**src/rtl/core/ldc_pkg.sv**
```systemverilog
`default_nettype none
// ----------------------------------------------------------------------------
// Log record deframer package
// Shared types, codes and the byte-wide CRC-32 update used by the deframer.
// ----------------------------------------------------------------------------
package ldc_pkg;

  // Command codes as they arrive on the input stream.
  localparam logic [1:0] CMD_BYTE    = 2'd0;
  localparam logic [1:0] CMD_END     = 2'd1;
  localparam logic [1:0] CMD_RESTART = 2'd2;

  // Reflected CRC-32 polynomial and register seed.
  localparam logic [31:0] CRC_POLY = 32'hEDB8_8320;
  localparam logic [31:0] CRC_INIT = 32'hFFFF_FFFF;

  // Operation after classification by the front end.
  typedef enum logic [1:0] {
    OP_BYTE,
    OP_END,
    OP_RESTART
  } op_e;

  // Kind of a result transfer.
  typedef enum logic [2:0] {
    KIND_KEY,
    KIND_VALUE,
    KIND_COMMIT,
    KIND_REJECT,
    KIND_CLEAN,
    KIND_TRUNC
  } kind_e;

  // One queued operation.
  typedef struct packed {
    op_e        op;
    logic [7:0] data;
  } item_t;

  // Head of the queue as seen by the back end.
  typedef struct packed {
    logic  valid;
    item_t item;
  } q_head_t;

  // Fold one byte into a reflected CRC-32 register, one bit per step.
  function automatic logic [31:0] crc32_byte(input logic [31:0] crc, input logic [7:0] b);
    logic [31:0] c;
    c = crc ^ {24'b0, b};
    for (int i = 0; i < 8; i++) begin
      c = c[0] ? ((c >> 1) ^ CRC_POLY) : (c >> 1);
    end
    return c;
  endfunction

endpackage
`default_nettype wire

```
**src/rtl/core/ldc_front.sv**
```systemverilog
`default_nettype none
// ----------------------------------------------------------------------------
// Deframer front end
// Accepts input transfers, classifies the command and holds the resulting
// operations in a two-entry queue for the back end.
// ----------------------------------------------------------------------------
module ldc_front import ldc_pkg::*; (
  input  wire logic       clk_i,
  input  wire logic       rst_ni,
  input  wire logic       in_valid_i,
  output logic            in_ready_o,
  input  wire logic [1:0] cmd_i,
  input  wire logic [7:0] data_i,
  output q_head_t         head_o,
  input  wire logic       pop_i
);

  item_t       mem_q [2];
  logic        wr_ptr_q, wr_ptr_d;
  logic        rd_ptr_q, rd_ptr_d;
  logic [1:0]  cnt_q, cnt_d;
  logic        keep;
  logic        push;
  item_t       new_item;

  // Classify the command; the unused code is taken and dropped.
  always_comb begin
    keep          = 1'b1;
    new_item.data = data_i;
    new_item.op   = OP_BYTE;
    unique case (cmd_i)
      CMD_BYTE:    new_item.op = OP_BYTE;
      CMD_END:     new_item.op = OP_END;
      CMD_RESTART: new_item.op = OP_RESTART;
      default:     keep = 1'b0;
    endcase
  end

  assign in_ready_o = (cnt_q != 2'd2);
  assign push       = in_valid_i && in_ready_o && keep;

  // Queue pointers and fill count.
  always_comb begin
    wr_ptr_d = push  ? wr_ptr_q + 1'b1 : wr_ptr_q;
    rd_ptr_d = pop_i ? rd_ptr_q + 1'b1 : rd_ptr_q;
    cnt_d    = cnt_q + 2'(push) - 2'(pop_i);
  end

  always_ff @(posedge clk_i or negedge rst_ni) begin
    if (!rst_ni) begin
      wr_ptr_q <= 1'b0;
      rd_ptr_q <= 1'b0;
      cnt_q    <= 2'd0;
    end else begin
      wr_ptr_q <= wr_ptr_d;
      rd_ptr_q <= rd_ptr_d;
      cnt_q    <= cnt_d;
    end
  end

  // Queue storage needs no reset.
  always_ff @(posedge clk_i) begin
    if (push) begin
      mem_q[wr_ptr_q] <= new_item;
    end
  end

  assign head_o.valid = (cnt_q != 2'd0);
  assign head_o.item  = mem_q[rd_ptr_q];

  // The count never goes past the queue depth.
  assert property (@(posedge clk_i) disable iff (!rst_ni) cnt_q != 2'd3)
    else $error("ldc_front: queue count overflow");

  // The back end only takes an entry that is there.
  assert property (@(posedge clk_i) disable iff (!rst_ni) pop_i |-> head_o.valid)
    else $error("ldc_front: pop from empty queue");

  // A full queue with no pop stays full in the next cycle.
  assert property (@(posedge clk_i) disable iff (!rst_ni)
                   (cnt_q == 2'd2 && !pop_i) |=> cnt_q == 2'd2)
    else $error("ldc_front: full queue lost an entry");

endmodule
`default_nettype wire

```
**src/rtl/core/ldc_back.sv**
```systemverilog
`default_nettype none
// ----------------------------------------------------------------------------
// Deframer back end
// Walks the record layout, updates the CRC, counts key and value bytes and
// loads each result into the output register.
// ----------------------------------------------------------------------------
module ldc_back import ldc_pkg::*; #(
  parameter int unsigned LENGTH_BITS = 32
) (
  input  wire logic       clk_i,
  input  wire logic       rst_ni,
  input  wire q_head_t    head_i,
  output logic            pop_o,
  output logic            out_valid_o,
  input  wire logic       out_ready_i,
  output logic [2:0]      out_kind_o,
  output logic [7:0]      out_byte_o
);

  typedef enum logic [2:0] {
    PH_KEYLEN,
    PH_VALLEN,
    PH_KEY,
    PH_VALUE,
    PH_CHECK,
    PH_HALTED
  } phase_e;

  phase_e                 phase_q, phase_d;
  logic [1:0]             pos_q, pos_d;
  logic [LENGTH_BITS-1:0] key_len_q, key_len_d;
  logic [LENGTH_BITS-1:0] val_len_q, val_len_d;
  logic [LENGTH_BITS-1:0] left_q, left_d;
  logic                   ovf_q, ovf_d;
  logic [31:0]            crc_q, crc_d;
  logic [23:0]            check_q, check_d;
  logic                   out_valid_q, out_valid_d;
  kind_e                  kind_q, kind_d;
  logic [7:0]             byte_q, byte_d;

  logic                   can_go;
  logic                   emit;
  logic [63:0]            wide;
  logic [LENGTH_BITS-1:0] len_part;
  logic                   len_hi;
  logic                   ovf_new;
  logic [LENGTH_BITS-1:0] key_new;
  logic [LENGTH_BITS-1:0] val_new;
  logic [31:0]            crc_upd;
  logic [31:0]            check_full;

  // Take the queue head whenever the output register is free or draining.
  assign can_go = !out_valid_q || out_ready_i;
  assign pop_o  = head_i.valid && can_go;

  // Place of the incoming byte within a little-endian length field.
  always_comb begin
    wide       = 64'(head_i.item.data) << {pos_q, 3'b000};
    len_part   = wide[LENGTH_BITS-1:0];
    len_hi     = |(wide >> LENGTH_BITS);
    ovf_new    = ((pos_q == 2'd0) ? 1'b0 : ovf_q) | len_hi;
    key_new    = ((pos_q == 2'd0) ? '0 : key_len_q) | len_part;
    val_new    = ((pos_q == 2'd0) ? '0 : val_len_q) | len_part;
    crc_upd    = crc32_byte(crc_q, head_i.item.data);
    check_full = {head_i.item.data, check_q};
  end

  // Record walk.
  always_comb begin
    phase_d   = phase_q;
    pos_d     = pos_q;
    key_len_d = key_len_q;
    val_len_d = val_len_q;
    left_d    = left_q;
    ovf_d     = ovf_q;
    crc_d     = crc_q;
    check_d   = check_q;
    emit      = 1'b0;
    kind_d    = kind_q;
    byte_d    = byte_q;

    if (pop_o) begin
      unique case (head_i.item.op)
        OP_RESTART: begin
          phase_d   = PH_KEYLEN;
          pos_d     = 2'd0;
          key_len_d = '0;
          val_len_d = '0;
          left_d    = '0;
          ovf_d     = 1'b0;
          crc_d     = CRC_INIT;
          check_d   = '0;
        end
        OP_END: begin
          if (phase_q != PH_HALTED) begin
            phase_d = PH_HALTED;
            emit    = 1'b1;
            byte_d  = 8'd0;
            kind_d  = (pos_q == 2'd0 && (phase_q == PH_KEYLEN || phase_q == PH_VALLEN))
                      ? KIND_CLEAN : KIND_TRUNC;
          end
        end
        default: begin
          unique case (phase_q)
            PH_KEYLEN: begin
              crc_d     = crc_upd;
              key_len_d = key_new;
              ovf_d     = ovf_new;
              pos_d     = pos_q + 2'd1;
              if (pos_q == 2'd3) begin
                if (ovf_new) begin
                  phase_d = PH_HALTED;
                  emit    = 1'b1;
                  kind_d  = KIND_TRUNC;
                  byte_d  = 8'd0;
                end else begin
                  phase_d = PH_VALLEN;
                end
              end
            end
            PH_VALLEN: begin
              crc_d     = crc_upd;
              val_len_d = val_new;
              ovf_d     = ovf_new;
              pos_d     = pos_q + 2'd1;
              if (pos_q == 2'd3) begin
                if (ovf_new) begin
                  phase_d = PH_HALTED;
                  emit    = 1'b1;
                  kind_d  = KIND_TRUNC;
                  byte_d  = 8'd0;
                end else if (key_len_q != '0) begin
                  phase_d = PH_KEY;
                  left_d  = key_len_q;
                end else if (val_new != '0) begin
                  phase_d = PH_VALUE;
                  left_d  = val_new;
                end else begin
                  phase_d = PH_CHECK;
                  left_d  = '0;
                end
              end
            end
            PH_KEY: begin
              crc_d  = crc_upd;
              left_d = left_q - LENGTH_BITS'(1);
              emit   = 1'b1;
              kind_d = KIND_KEY;
              byte_d = head_i.item.data;
              if (left_q == LENGTH_BITS'(1)) begin
                if (val_len_q != '0) begin
                  phase_d = PH_VALUE;
                  left_d  = val_len_q;
                end else begin
                  phase_d = PH_CHECK;
                end
              end
            end
            PH_VALUE: begin
              crc_d  = crc_upd;
              left_d = left_q - LENGTH_BITS'(1);
              emit   = 1'b1;
              kind_d = KIND_VALUE;
              byte_d = head_i.item.data;
              if (left_q == LENGTH_BITS'(1)) begin
                phase_d = PH_CHECK;
              end
            end
            PH_CHECK: begin
              pos_d = pos_q + 2'd1;
              unique case (pos_q)
                2'd0:    check_d = {16'd0, head_i.item.data};
                2'd1:    check_d[15:8] = head_i.item.data;
                2'd2:    check_d[23:16] = head_i.item.data;
                default: begin
                  emit   = 1'b1;
                  byte_d = 8'd0;
                  if (~crc_q == check_full) begin
                    phase_d = PH_KEYLEN;
                    crc_d   = CRC_INIT;
                    kind_d  = KIND_COMMIT;
                  end else begin
                    phase_d = PH_HALTED;
                    kind_d  = KIND_REJECT;
                  end
                end
              endcase
            end
            default: begin
              // Halted: bytes are dropped until a restart.
            end
          endcase
        end
      endcase
    end

    // Output register: load a new result or drain the current one.
    if (emit) begin
      out_valid_d = 1'b1;
    end else if (out_ready_i) begin
      out_valid_d = 1'b0;
    end else begin
      out_valid_d = out_valid_q;
    end
  end

  // State and registered outputs.
  always_ff @(posedge clk_i or negedge rst_ni) begin
    if (!rst_ni) begin
      phase_q     <= PH_KEYLEN;
      pos_q       <= 2'd0;
      key_len_q   <= '0;
      val_len_q   <= '0;
      left_q      <= '0;
      ovf_q       <= 1'b0;
      crc_q       <= CRC_INIT;
      check_q     <= '0;
      out_valid_q <= 1'b0;
      kind_q      <= KIND_KEY;
      byte_q      <= 8'd0;
    end else begin
      phase_q     <= phase_d;
      pos_q       <= pos_d;
      key_len_q   <= key_len_d;
      val_len_q   <= val_len_d;
      left_q      <= left_d;
      ovf_q       <= ovf_d;
      crc_q       <= crc_d;
      check_q     <= check_d;
      out_valid_q <= out_valid_d;
      kind_q      <= kind_d;
      byte_q      <= byte_d;
    end
  end

  assign out_valid_o = out_valid_q;
  assign out_kind_o  = kind_q;
  assign out_byte_o  = byte_q;

  // Key and value phases always have bytes still to come.
  assert property (@(posedge clk_i) disable iff (!rst_ni)
                   (phase_q == PH_KEY || phase_q == PH_VALUE) |-> left_q != '0)
    else $error("ldc_back: body phase with no bytes left");

  // A halted deframer produces nothing.
  assert property (@(posedge clk_i) disable iff (!rst_ni)
                   (phase_q == PH_HALTED) |-> !emit)
    else $error("ldc_back: result while halted");

  // A restart brings back the seed and the first header phase.
  assert property (@(posedge clk_i) disable iff (!rst_ni)
                   (pop_o && head_i.item.op == OP_RESTART)
                   |=> (crc_q == CRC_INIT && phase_q == PH_KEYLEN && !ovf_q))
    else $error("ldc_back: restart did not clear state");

  // Only key and value results carry a data byte.
  assert property (@(posedge clk_i) disable iff (!rst_ni)
                   (out_valid_q && kind_q != KIND_KEY && kind_q != KIND_VALUE)
                   |-> byte_q == 8'd0)
    else $error("ldc_back: status result with nonzero byte");

endmodule
`default_nettype wire

```
**src/rtl/core/log_record_deframer_crc32_check_unit.sv**
```systemverilog
`default_nettype none
// ----------------------------------------------------------------------------
// Log record deframer with CRC-32 check
// Splits a byte stream of length-prefixed key/value records and checks the
// CRC-32 trailer of each record.
// ----------------------------------------------------------------------------
// Usage:
//   The s_axis channel carries one log byte per transfer in tdata, with the
//   command in tuser: log byte, end of log, or restart from the start of log.
//   The m_axis channel returns key and value bytes as they arrive, then one
//   commit or reject per record at its last check byte, and a clean or a
//   truncated end at end of log. Each transfer yields zero or one result.
//   Throughput is one transfer per cycle while the receiver keeps up, set by
//   the byte-wide CRC-32 update and the length down-counter, both computed
//   combinationally in the back end. An accepted input transfer is first
//   written into the queue and its result then into the output register. A
//   two-entry queue separates input from the record walk and keeps taking
//   input while a result waits, until the queue is full.
//   Reset empties the queue and output register and puts the walk at the
//   key length field with the CRC seeded. While the receiver stalls the
//   output register holds; the queue fills and then tready drops.
//   After a reject, truncation or clean end only a restart resumes.
// ----------------------------------------------------------------------------
module log_record_deframer_crc32_check_unit import ldc_pkg::*; #(
  parameter int unsigned LENGTH_BITS = 32
) (
  input  wire logic       clk_i,
  input  wire logic       rst_ni,
  input  wire logic       s_axis_tvalid_i,
  output logic            s_axis_tready_o,
  input  wire logic [7:0] s_axis_tdata_i,   // [7:0] data_byte
  input  wire logic [1:0] s_axis_tuser_i,   // [1:0] command
  output logic            m_axis_tvalid_o,
  input  wire logic       m_axis_tready_i,
  output logic [7:0]      m_axis_tdata_o,   // [7:0] out_byte
  output logic [2:0]      m_axis_tuser_o    // [2:0] kind
);

  q_head_t head;
  logic    pop;

  ldc_front u_front (
    .clk_i      (clk_i),
    .rst_ni     (rst_ni),
    .in_valid_i (s_axis_tvalid_i),
    .in_ready_o (s_axis_tready_o),
    .cmd_i      (s_axis_tuser_i),
    .data_i     (s_axis_tdata_i),
    .head_o     (head),
    .pop_i      (pop)
  );

  ldc_back #(
    .LENGTH_BITS (LENGTH_BITS)
  ) u_back (
    .clk_i       (clk_i),
    .rst_ni      (rst_ni),
    .head_i      (head),
    .pop_o       (pop),
    .out_valid_o (m_axis_tvalid_o),
    .out_ready_i (m_axis_tready_i),
    .out_kind_o  (m_axis_tuser_o),
    .out_byte_o  (m_axis_tdata_o)
  );

endmodule
`default_nettype wire

```
**config.mk**
```make
export PLATFORM = sky130hd
export DESIGN_NAME = log_record_deframer_crc32_check_unit
export DESIGN_NICKNAME = d
export VERILOG_FILES = /design/src/rtl/core/ldc_pkg.sv /design/src/rtl/core/ldc_front.sv /design/src/rtl/core/ldc_back.sv /design/src/rtl/core/log_record_deframer_crc32_check_unit.sv
export SDC_FILE = /design/constraint.sdc
export NUM_CORES = 1
export LEC_CHECK = 0
export BUFFER_PORTS_ARGS = -buffer_cell sky130_fd_sc_hd__buf_2
export CAP_MARGIN = 40
export CORE_ASPECT_RATIO = 2
export CORE_MARGIN = 5
export CORE_UTILIZATION = 63
export CTS_CLUSTER_DIAMETER = 40
export DETAILED_ROUTE_END_ITERATION = 12
export PLACE_DENSITY = 0.85
export SLEW_MARGIN = 0
export SYNTH_ARGS = -nofsm -noshare
export SYNTH_HDL_FRONTEND = slang
export SYNTH_SLANG_ARGS = --single-unit
```
**constraint.sdc**
```tcl
create_clock -name clk_i -period 3.6 [get_ports clk_i]
set_input_delay 0.36 -clock clk_i [delete_from_list [all_inputs] [get_ports clk_i]]
set_output_delay 0.36 -clock clk_i [all_outputs]
set_load 0.02 [all_outputs]
```
### Yosys cells after proc, flatten, opt, wreduce, memory -nomap -nowiden

Memories as Yosys holds them, arrays and structs flattened.
Index checks and enable logic that the tools add are counted.

| storage, ports and cells | value |
|---|---|
| register bits | 174 |
| RAM bits | 20 |
| input port bits | 14 |
| logic and storage cells | 191 |
| memories kept | 1 |

Memory list:

| memory | words | bits a word | read ports | clocked after Yosys merged registers in | write ports | line | RTL |
|---|---|---|---|---|---|---|---|
| u_front.mem_q | 2 | 10 | 1 | 0 | 1 | ldc_front.sv:18 | `item_t mem_q [2];` |

| cells by class | value |
|---|---|
| add/sub/neg operators | 6 |
| eq/ne operators | 28 |
| shift operators | 1 |
| multiplexer cells | 77 |
| bitwise logic cells | 15 |
| reduce and logical (&&, ||, !) cells | 47 |

Operator list:

| operator | number |
|---|---|
| 32-bit 2-to-1 mux | 20 |
| 32-bit one-hot mux with 2 select lines | 5 |
| 13-bit NOT with 14-bit output | 8 |
| 32-bit one-hot mux with 3 select lines | 1 |
| 32-bit nonzero test | 3 |
| 32-bit bitwise OR | 2 |
| 8-bit by 5-bit left shift with 64-bit output | 1 |
| 3-bit 2-to-1 mux | 16 |
| 24-bit one-hot mux with 2 select lines | 1 |
| 8-bit one-hot mux with 2 select lines | 3 |
| 8-bit 2-to-1 mux | 5 |
| 32-bit by 1-bit == test with 1-bit output (second input constant) | 1 |
| 32-bit == test | 1 |
| 32-bit NOT | 1 |
| 32-bit OR reduction | 1 |
| 32-bit by 1-bit subtractor with 32-bit output (second input constant) | 1 |
| 32-bit by 8-bit bitwise XOR with 32-bit output | 1 |
| 24-bit 2-to-1 mux | 1 |
| 8-bit one-hot mux with 3 select lines | 1 |
| 2-bit nonzero test | 8 |
| 3-bit != test (second input constant) | 5 |
| 3-bit one-hot mux with 5 select lines | 1 |
| 1-bit 2-to-1 mux | 14 |
| 7-bit AND reduction | 2 |
| 39 further kinds | 71 |

### Logic depth before layout (Yosys ltp)

Gate-level depths: netlist (run 1).
An unclocked memory read counts as a cell.

| logic depth | value |
|---|---|
| depth after elaboration | 20 |
| gate-level depth with buffers | 13 |
| gate-level depth less buffers | 10 |

### By module

Synthesis (run 1) repeated with hierarchy kept, for this count alone.

| second synthesis, totals | value |
|---|---|
| cells, all modules | 1106 |
| area total of the unflattened synthesis | 10993.0 um^2 |

Modules (own cells, without submodules):

| module | times used | cells an instance | area an instance (um^2) |
|---|---|---|---|
| ldc_back | 1 | 1054 | 10033.4 |
| ldc_front | 1 | 52 | 959.7 |

### Least setup slack after synthesis (run 1)

No wires, ideal clock.

| timing | value |
|---|---|
| path kind | register to register |
| start | register u_front.rd_ptr_q |
| end | register u_back.crc_q[31] |
| library setup time | 0.105 ns |
| arrival time | 2.783 ns |
| data required time | 3.495 ns |
| setup slack | 0.711 ns |
| stages on the path, launching flop included | 12 |
| buffers on the path | 5 |
| clock period less this slack | 2.889 ns |
| cell sequence | dfrtp_1 buf_6 buf_4 mux2i_1 inv_1 ha_1 or3_1 clkbuf_1 nor3_1 clkbuf_1 clkbuf_1 a2bb2oi_1 |

| between the ends | value |
|---|---|
| longest elaborated chain between the ends | 13 |
| elaborated cells on any way between the ends | 21 |
| classes of those cells | eq/ne (5); mux (10); bitwise (3); reduce/logical (2); memory (1) |

Ends and longest elaborated chain:

| element | line | RTL |
|---|---|---|
| start: declaration | ldc_front.sv:20 | `logic rd_ptr_q, rd_ptr_d;` |
| start signal: assignment | ldc_front.sv:56 | `rd_ptr_q <= rd_ptr_d;` |
| memory read 2 x 10 bit * | n/a |  |
| 32-bit by 8-bit bitwise XOR with 32-bit output | ldc_pkg.sv:49 | `c = crc ^ {24'b0, b};` |
| 32-bit 2-to-1 mux | ldc_pkg.sv:51 | `c = c[0] ? ((c >> 1) ^ CRC_POLY) : (c >> 1);` |
| 13-bit NOT with 14-bit output (no source line) | n/a |  |
| 32-bit 2-to-1 mux (7 in series) | ldc_pkg.sv:51 |  |
| 32-bit one-hot mux with 2 select lines | ldc_back.sv:104 | `unique case (phase_q)` |
| 32-bit one-hot mux with 2 select lines | ldc_back.sv:83 | `unique case (head_i.item.op)` |
| end signal: assignment | ldc_back.sv:228 | `crc_q <= crc_d;` |
| end: declaration | ldc_back.sv:35 | `logic [31:0] crc_q, crc_d;` |

Mark *: on every way between the ends. The rest lies on a longest branch, timed or not.
A chain may end at the register's enable or synchronous reset.

### Worst setup path after layout (run 1)

| timing | value |
|---|---|
| start | register u_front.rd_ptr_q |
| end | register u_back.left_q[1] |

| between the ends | value |
|---|---|
| longest elaborated chain between the ends | 10 |
| elaborated cells on any way between the ends | 19 |
| classes of those cells | eq/ne (4); shift (1); mux (6); bitwise (3); reduce/logical (4); memory (1) |

Ends and longest elaborated chain:

| element | line | RTL |
|---|---|---|
| memory read 2 x 10 bit * | n/a |  |
| 8-bit by 5-bit left shift with 64-bit output | ldc_back.sv:58 | `wide = 64'(head_i.item.data) << {pos_q, 3'b000};` |
| 32-bit bitwise OR | ldc_back.sv:63 | `val_new = ((pos_q == 2'd0) ? '0 : val_len_q) \| len_part;` |
| 32-bit nonzero test | ldc_back.sv:135 | `end else if (val_new != '0) begin` |
| 32-bit 2-to-1 mux | ldc_back.sv:135 |  |
| 32-bit 2-to-1 mux | ldc_back.sv:132 | `end else if (key_len_q != '0) begin` |
| 32-bit 2-to-1 mux | ldc_back.sv:127 | `if (ovf_new) begin` |
| 32-bit 2-to-1 mux | ldc_back.sv:126 | `if (pos_q == 2'd3) begin` |
| 32-bit one-hot mux with 3 select lines | ldc_back.sv:104 |  |
| 32-bit one-hot mux with 2 select lines | ldc_back.sv:83 |  |
| end signal: assignment | ldc_back.sv:226 | `left_q <= left_d;` |
| end: declaration | ldc_back.sv:33 | `logic [LENGTH_BITS-1:0] left_q, left_d;` |

Mark *: on every way between the ends. The rest lies on a longest branch, timed or not. The select of a mux whose other input is x is not followed.

==> summary.md, run 1 <==
| Metric | Value |
|---|---|
| Status | finished clean |
| Mapped Cells | around 1100 |
| Post-cts sizing count | 0 |
| Post-synth EDFFs | 20 |
| Detailed-route DRC error count | 0 |
| Hold Startpoint | s_axis_tdata_i[5] |
| Total CTS buffers | 17 |
| Share of cells above drive strength 1 | 0.175 |
| IO Pins | 27 |
| R2R Setup Slk | between 0.3 and 0.4 ns |
| # setup viols final | 0 |
| Synth warnings | 0 |
| Die area | approximately 20000 um^2 |
| Port bufs | 26 |
| Die H | roughly 200 um |
| Clock-pin slew on the worst setup and hold paths | about 0.070 ns |
| Worst r2r path cells | 10 |
| DP Area | approximately 12000 um^2 |
| Worst hold path depth | 1 |
| Layout area overhead | 10.1% |
| Routed vias | ~9200 |
| Die width | around 100 um |
| Max Cap Viol | 0 |
| Final Hold Viols | 0 |
| Most frequent cells in the layout | dfrtp_1 (142), nand2_1 (121), o21ai_0 (90), xnor2_1 (86), nor2_1 (69) |
| Critical path peak fanout | 12 |
| Sequential area share after synthesis | 0.453 |
| Min Tclk post-route | approximately 3.3 ns |
| Wirelength per Cell | ~23 um |
| Final instance area | around 12000 um^2 |
| Number of global-route vias before repair | a little over 9000 |
| Post-layout util | 0.703 |
| H-tree levels | 4 |
| HP Class | in2reg |
| Synth async-reset ratio | 0.897 |
| Worst-skew pair later-pin latency | 0.45 ns |
| Final ANT Viol Nets | 0 |
| FMAX | between 300 and 400 MHz |
| Relative slew slack | 0.401 |
| Congestion Overflow GR | 0 |
| Crit Path Category | reg2reg |
| First-pass GRT wire length | a little over 50 mm |
| CP required | around 4 ns |
| Post-CTS Setup Bufs | 0 |
| Slew Viols, Final | 0 |
| Top cell type's share of synthesized area | 0.322 |
| Post-synthesis instance area | 11000 um^2 |
| DRT Pass-1 Iters | 5 |
| Hold WS | about 0.10 ns |
| Startpoint type of the worst setup path | register |
| Nets | ~1200 |
| HPWL after detailed placement | 22.6 mm |
| Setup TNS | 0 ns |
| Total GRT Usage | 0.311 |
| Clock Sinks | roughly 190 |
| Clk_skew | approximately 0.011 ns |
| Initial DRC count | roughly 830 |
| Core area | ~17000 um^2 |
| R2R Path Start | u_front.rd_ptr_q |
| Via/cell ratio | 6.73 |
| Leading area contributor after synthesis | dfrtp_1 |
| Unrepaired setup endpoints after global routing | false |
| Synth unique cells | 68 |
| Synthesized net count | about 1100 |
| Largest cells by area after synthesis | dfrtp_1 (32%), dfstp_2 (7.6%), xnor2_1 (6.8%) |
| CTS tree | done |
| CTS root buffer | clkbuf_16 |
| Least-Margin Pin Slew | between 0.8 and 0.9 ns |
| #FFs+latches synth | between 150 and 200 |
| Crit. End Element | register |
| Largest net degree at the start of global routing | between 80 and 90 |
| Average cell area after synthesis | just under 10 um^2 |
| Most common cell after layout, fill and taps aside | dfrtp_1 |
| Fin crit share | 0.909 |
| Synth Flop Type | dfrtp_1 |
| GPL Wtd Cong | approximately 1.0 |
| Critical Path AT | ~3.6 ns |
| Hold Crit Endpoint | u_front.mem_q[1][5] |
| Antenna cells | 0 |
| Site Rows | 68 |
| Initial antenna violation count | 0 |
| Starting density of the core | 0.639 |
| DRT Wirelength | ~31 mm |
| RR Endpoint | u_back.left_q[1] |
| Clk buf depth | 2 |
## area by class of cell
| class | count | area [um^2] |
|---|---|---|
| clock buffers | 20 | 460 |
| repair buffers | 73 | 531 |
| clock inverters | 12 | 153 |
| inverters | 49 | 184 |
| fillers | 1258 | 5130 |
| multi-input cells | 814 | 5550 |
| flip-flops and latches | 194 | 4990 |
| well taps | 210 | 263 |
## cells in the mapped netlist, types with 13 or more instances
library cell / number
inv_1: 49
clkbuf_1: 49
xnor2_1: 86
o22ai_1: 35
nand3_1: 15
mux2i_1: 20
nor3_1: 27
or3_1: 14
o21ai_0: 90
a21oi_1: 48
mux2_2: 31
a2bb2oi_1: 30
dfstp_2: 32
a22o_1: 13
nand2_1: 121
o31ai_1: 16
edfxtp_1: 20
nor4_1: 30
xor2_1: 23
nor2_1: 70
dfrtp_1: 142
a211oi_1: 20
## cell families (layout without fill, tap and decap cells)
logic type                 Yosys count  count (layout)  share of synthesized area
DFF                                194             194                      0.453
and+or+nand+nor                    325             325                      0.142
buffers and inverters              116             154                     0.0461
AOI/OAI and AO/OA                  298             298                      0.175
xor gates and xnor gates           122             122                      0.109
adders and majority gates           10              10                     0.0113
muxes                               59              59                     0.0635
## stage by stage
stage | cells | worst slack (ns)
after detailed placement | 1338 | 0.479
after floorplan | 1124 | 0.711
after CTS | 1371 | 0.385
after global routing | 1372 | 0.109
after global placement | 1337 | 0.594
final | 1372 | 0.328
## routing by layer
metal  track usage  up-vias  part of all wire
met5             0        -                 0
met4         0.251        0             0.094
met3        0.0484      198             0.056
met2         0.547      531              0.52
met1         0.323     4405              0.33
li1              -     4100                 -
## how the worst max path moves through the flow
| stage | startpoint | to | depth (start not counted) |
|---|---|---|---|
| floorplan | u_front.rd_ptr_q | u_back.crc_q[31] | 11 |
| global placement | u_front.rd_ptr_q | u_back.phase_q[2] | 7 |
| detailed placement | u_front.rd_ptr_q | u_back.key_len_q[25] | 7 |
| CTS | u_front.rd_ptr_q | u_back.left_q[1] | 10 |
| global route | u_front.rd_ptr_q | u_back.left_q[1] | 10 |
| finish | u_front.rd_ptr_q | u_back.left_q[1] | 10 |
## worst max-delay path, cell delays in order, from the launching register on
cell     delay [ns]
dfrtp_1        0.81
mux2i_1        0.31
inv_1          0.07
ha_1           0.19
or3_1          0.57
nor2_1         0.25
nand2_1        0.28
buf_4          0.28
a21oi_1        0.14
o21ai_0        0.15
o21ai_0        0.14
## registers in the layout (all words and copies together) (netlist names)
register / count
u_back.check_q: 24
u_back.crc_q: 32
u_back.key_len_q: 32
u_back.left_q: 32
u_back.out_byte_o: 8
u_back.out_kind_o: 3
u_back.out_valid_o: 1
u_back.ovf_q: 1
u_back.phase_q: 3
u_back.pos_q: 2
u_back.val_len_q: 32
u_front.cnt_q: 2
u_front.mem_q: 20
u_front.rd_ptr_q: 1
u_front.wr_ptr_q: 1
## what timing repair did
item                       CTS  global route
setup endpoints to repair    0             0
hold buffers                 1             0
hold endpoints to repair     3             0
Power of run 1 is left out: the tool's default activity adds up to more than one toggle a clock period on the data nets, which glitch-free logic cannot reach.
==> run 2: changes to the inputs <==
- BUFFER_PORTS_ARGS: -buffer_cell sky130_fd_sc_hd__buf_2 -> not set
- CORE_UTILIZATION: 63 -> 64
- DONT_BUFFER_PORTS: not set -> 1
==> run 2 against run 1 <==
The run now ends with negative hold slack left. Wire length increased by 1.3%. Design area is 2.3% lower. Non-clock buffer count decreased by 38. Critical path depth unchanged. Via count decreased by 0.25%.
==> summary.md, run 2 (same netlist as run 1, synthesis figures left out) <==
| Metric | Value |
|---|---|
| Status | complete, but fails checks |
| Failing checks | negative hold slack |
| Most common cell after layout, fill and taps aside | dfrtp_1 |
| Share of cells above drive strength 1 | 0.146 |
| Least-Margin Pin Slew | roughly 0.94 ns |
| Critical Path AT | 3.54 ns |
| Starting density of the core | 0.645 |
| Crit Path Category | reg2reg |
| Unrepaired setup endpoints after global routing | false |
| Max Cap Viol | 0 |
| Final Hold Viols | approximately 170 |
| CTS tree | done |
| Crit. End Element | register |
| CTS root buffer | clkbuf_16 |
| Slew Viols, Final | 0 |
| First-pass GRT wire length | 50.8 mm |
| DRT Wirelength | between 30 and 40 mm |
| Layout area overhead | 7.52% |
| Congestion Overflow GR | 0 |
| # setup viols final | 0 |
| Routed vias | around 9000 |
| Port bufs | 0 |
| HP Class | in2async |
| Setup TNS | 0 ns |
| Number of global-route vias before repair | roughly 9000 |
| Most frequent cells in the layout | dfrtp_1 (142), nand2_1 (121), o21ai_0 (90), xnor2_1 (86), nor2_1 (69) |
| Post-cts sizing count | 0 |
| Total CTS buffers | 17 |
| Post-CTS Setup Bufs | 0 |
| Critical path peak fanout | 39 |
| Nets | between 1000 and 1500 |
| Hold WS | -0.386 ns |
| Die area | 20100 um^2 |
| Clock-pin slew on the worst setup and hold paths | 0.07 ns |
| Wirelength per Cell | approximately 24 um |
| Core area | 17100 um^2 |
| Area occupied by multi-input gates | around 5600 um^2 |
| FF+latch area | 4990 um^2 |
| Initial DRC count | ~1000 |
| Final ANT Viol Nets | 0 |
| Die H | slightly below 200 um |
| IO Pins | 27 |
| FMAX | between 300 and 400 MHz |
| R2R Setup Slk | between 0.3 and 0.4 ns |
| Clock Sinks | about 190 |
| Total GRT Usage | 0.328 |
| DRT Pass-1 Iters | 5 |
| CP required | roughly 3.9 ns |
| Die width | between 100 and 150 um |
| H-tree levels | 4 |
| GPL Wtd Cong | between 0.9 and 1 |
| FILL cells | roughly 1300 |
| HPWL after detailed placement | around 21 mm |
| Detailed-route DRC error count | 0 |
| Antenna cells | 0 |
| Worst-skew pair later-pin latency | around 0.44 ns |
| Relative slew slack | 0.375 |
| Startpoint type of the worst setup path | register |
| Largest net degree at the start of global routing | ~180 |
| Clk_skew | about 0.011 ns |
| Min Tclk post-route | between 3 and 4 ns |
| Fin crit share | 0.893 |
| Via/cell ratio | between 6 and 7 |
| Initial antenna violation count | 0 |
| Clk buf depth | 2 |
| Site Rows | a little under 70 |
==> run 2: layer usage <==
layer / wire length [um] / up-vias / global-route usage
met2: 15300 / 613 / 0.509
met5: 0 / - / 0
met3: 2900 / 163 / 0.0615
met4: 1750 / 0 / 0.168
li1: - / 3998 / -
met1: 11700 / 4437 / 0.436
==> run 2: worst max-delay path, cell delays in order (launching register included) <==
cell     delay, ns
dfrtp_1       0.60
inv_1         0.20
ha_1          0.28
buf_4         0.28
nor2b_1       0.21
a21oi_1       0.09
nor2_1        0.10
a31oi_1       0.08
o21ai_0       0.24
nand3_1       0.52
mux2_2        0.49
==> run 2: final timing paths <==
path                            cells past startpoint              start                   end
max in group asynchronous                           0             rst_ni      u_back.crc_q[20]
worst max register to register                     10    u_back.pos_q[1]  u_back.out_byte_o[2]
min in group clk_i                                  0  s_axis_tdata_i[2]   u_front.mem_q[0][2]
worst min-delay path                                0             rst_ni      u_back.left_q[3]
worst max-delay path                               10    u_back.pos_q[1]  u_back.out_byte_o[2]
worst min register to register                      1   u_front.wr_ptr_q      u_front.wr_ptr_q
==> run 2: stage by stage <==
stage | cell area [um^2] | cells | util | hold WS [ns] | setup slack (ns)
3_5_place_dp | 11300 | 1301 | 0.658 | 0.0685 | 0.554
5_1_grt | 11900 | 1334 | 0.693 | -0.394 | 0.246
4_1_cts | 11900 | 1333 | 0.693 | -0.395 | 0.485
3_3_place_gp | 11200 | 1299 | 0.657 | 0.0691 | 0.528
2_1_floorplan | 11000 | 1124 | - | 0.0644 | 0.711
6_report | 11900 | 1334 | 0.693 | -0.386 | 0.386
==> run 2: layout make-up <==
cell class | instances | share of cell area
clock buffers | 21 | 0.0398
clock inverters | 11 | 0.0100
inverters | 49 | 0.0155
multi-input cells | 814 | 0.468
flip-flops and latches | 194 | 0.421
well taps | 210 | 0.0222
repair buffers | 35 | 0.0231
Power of run 2 is left out for the same reason.
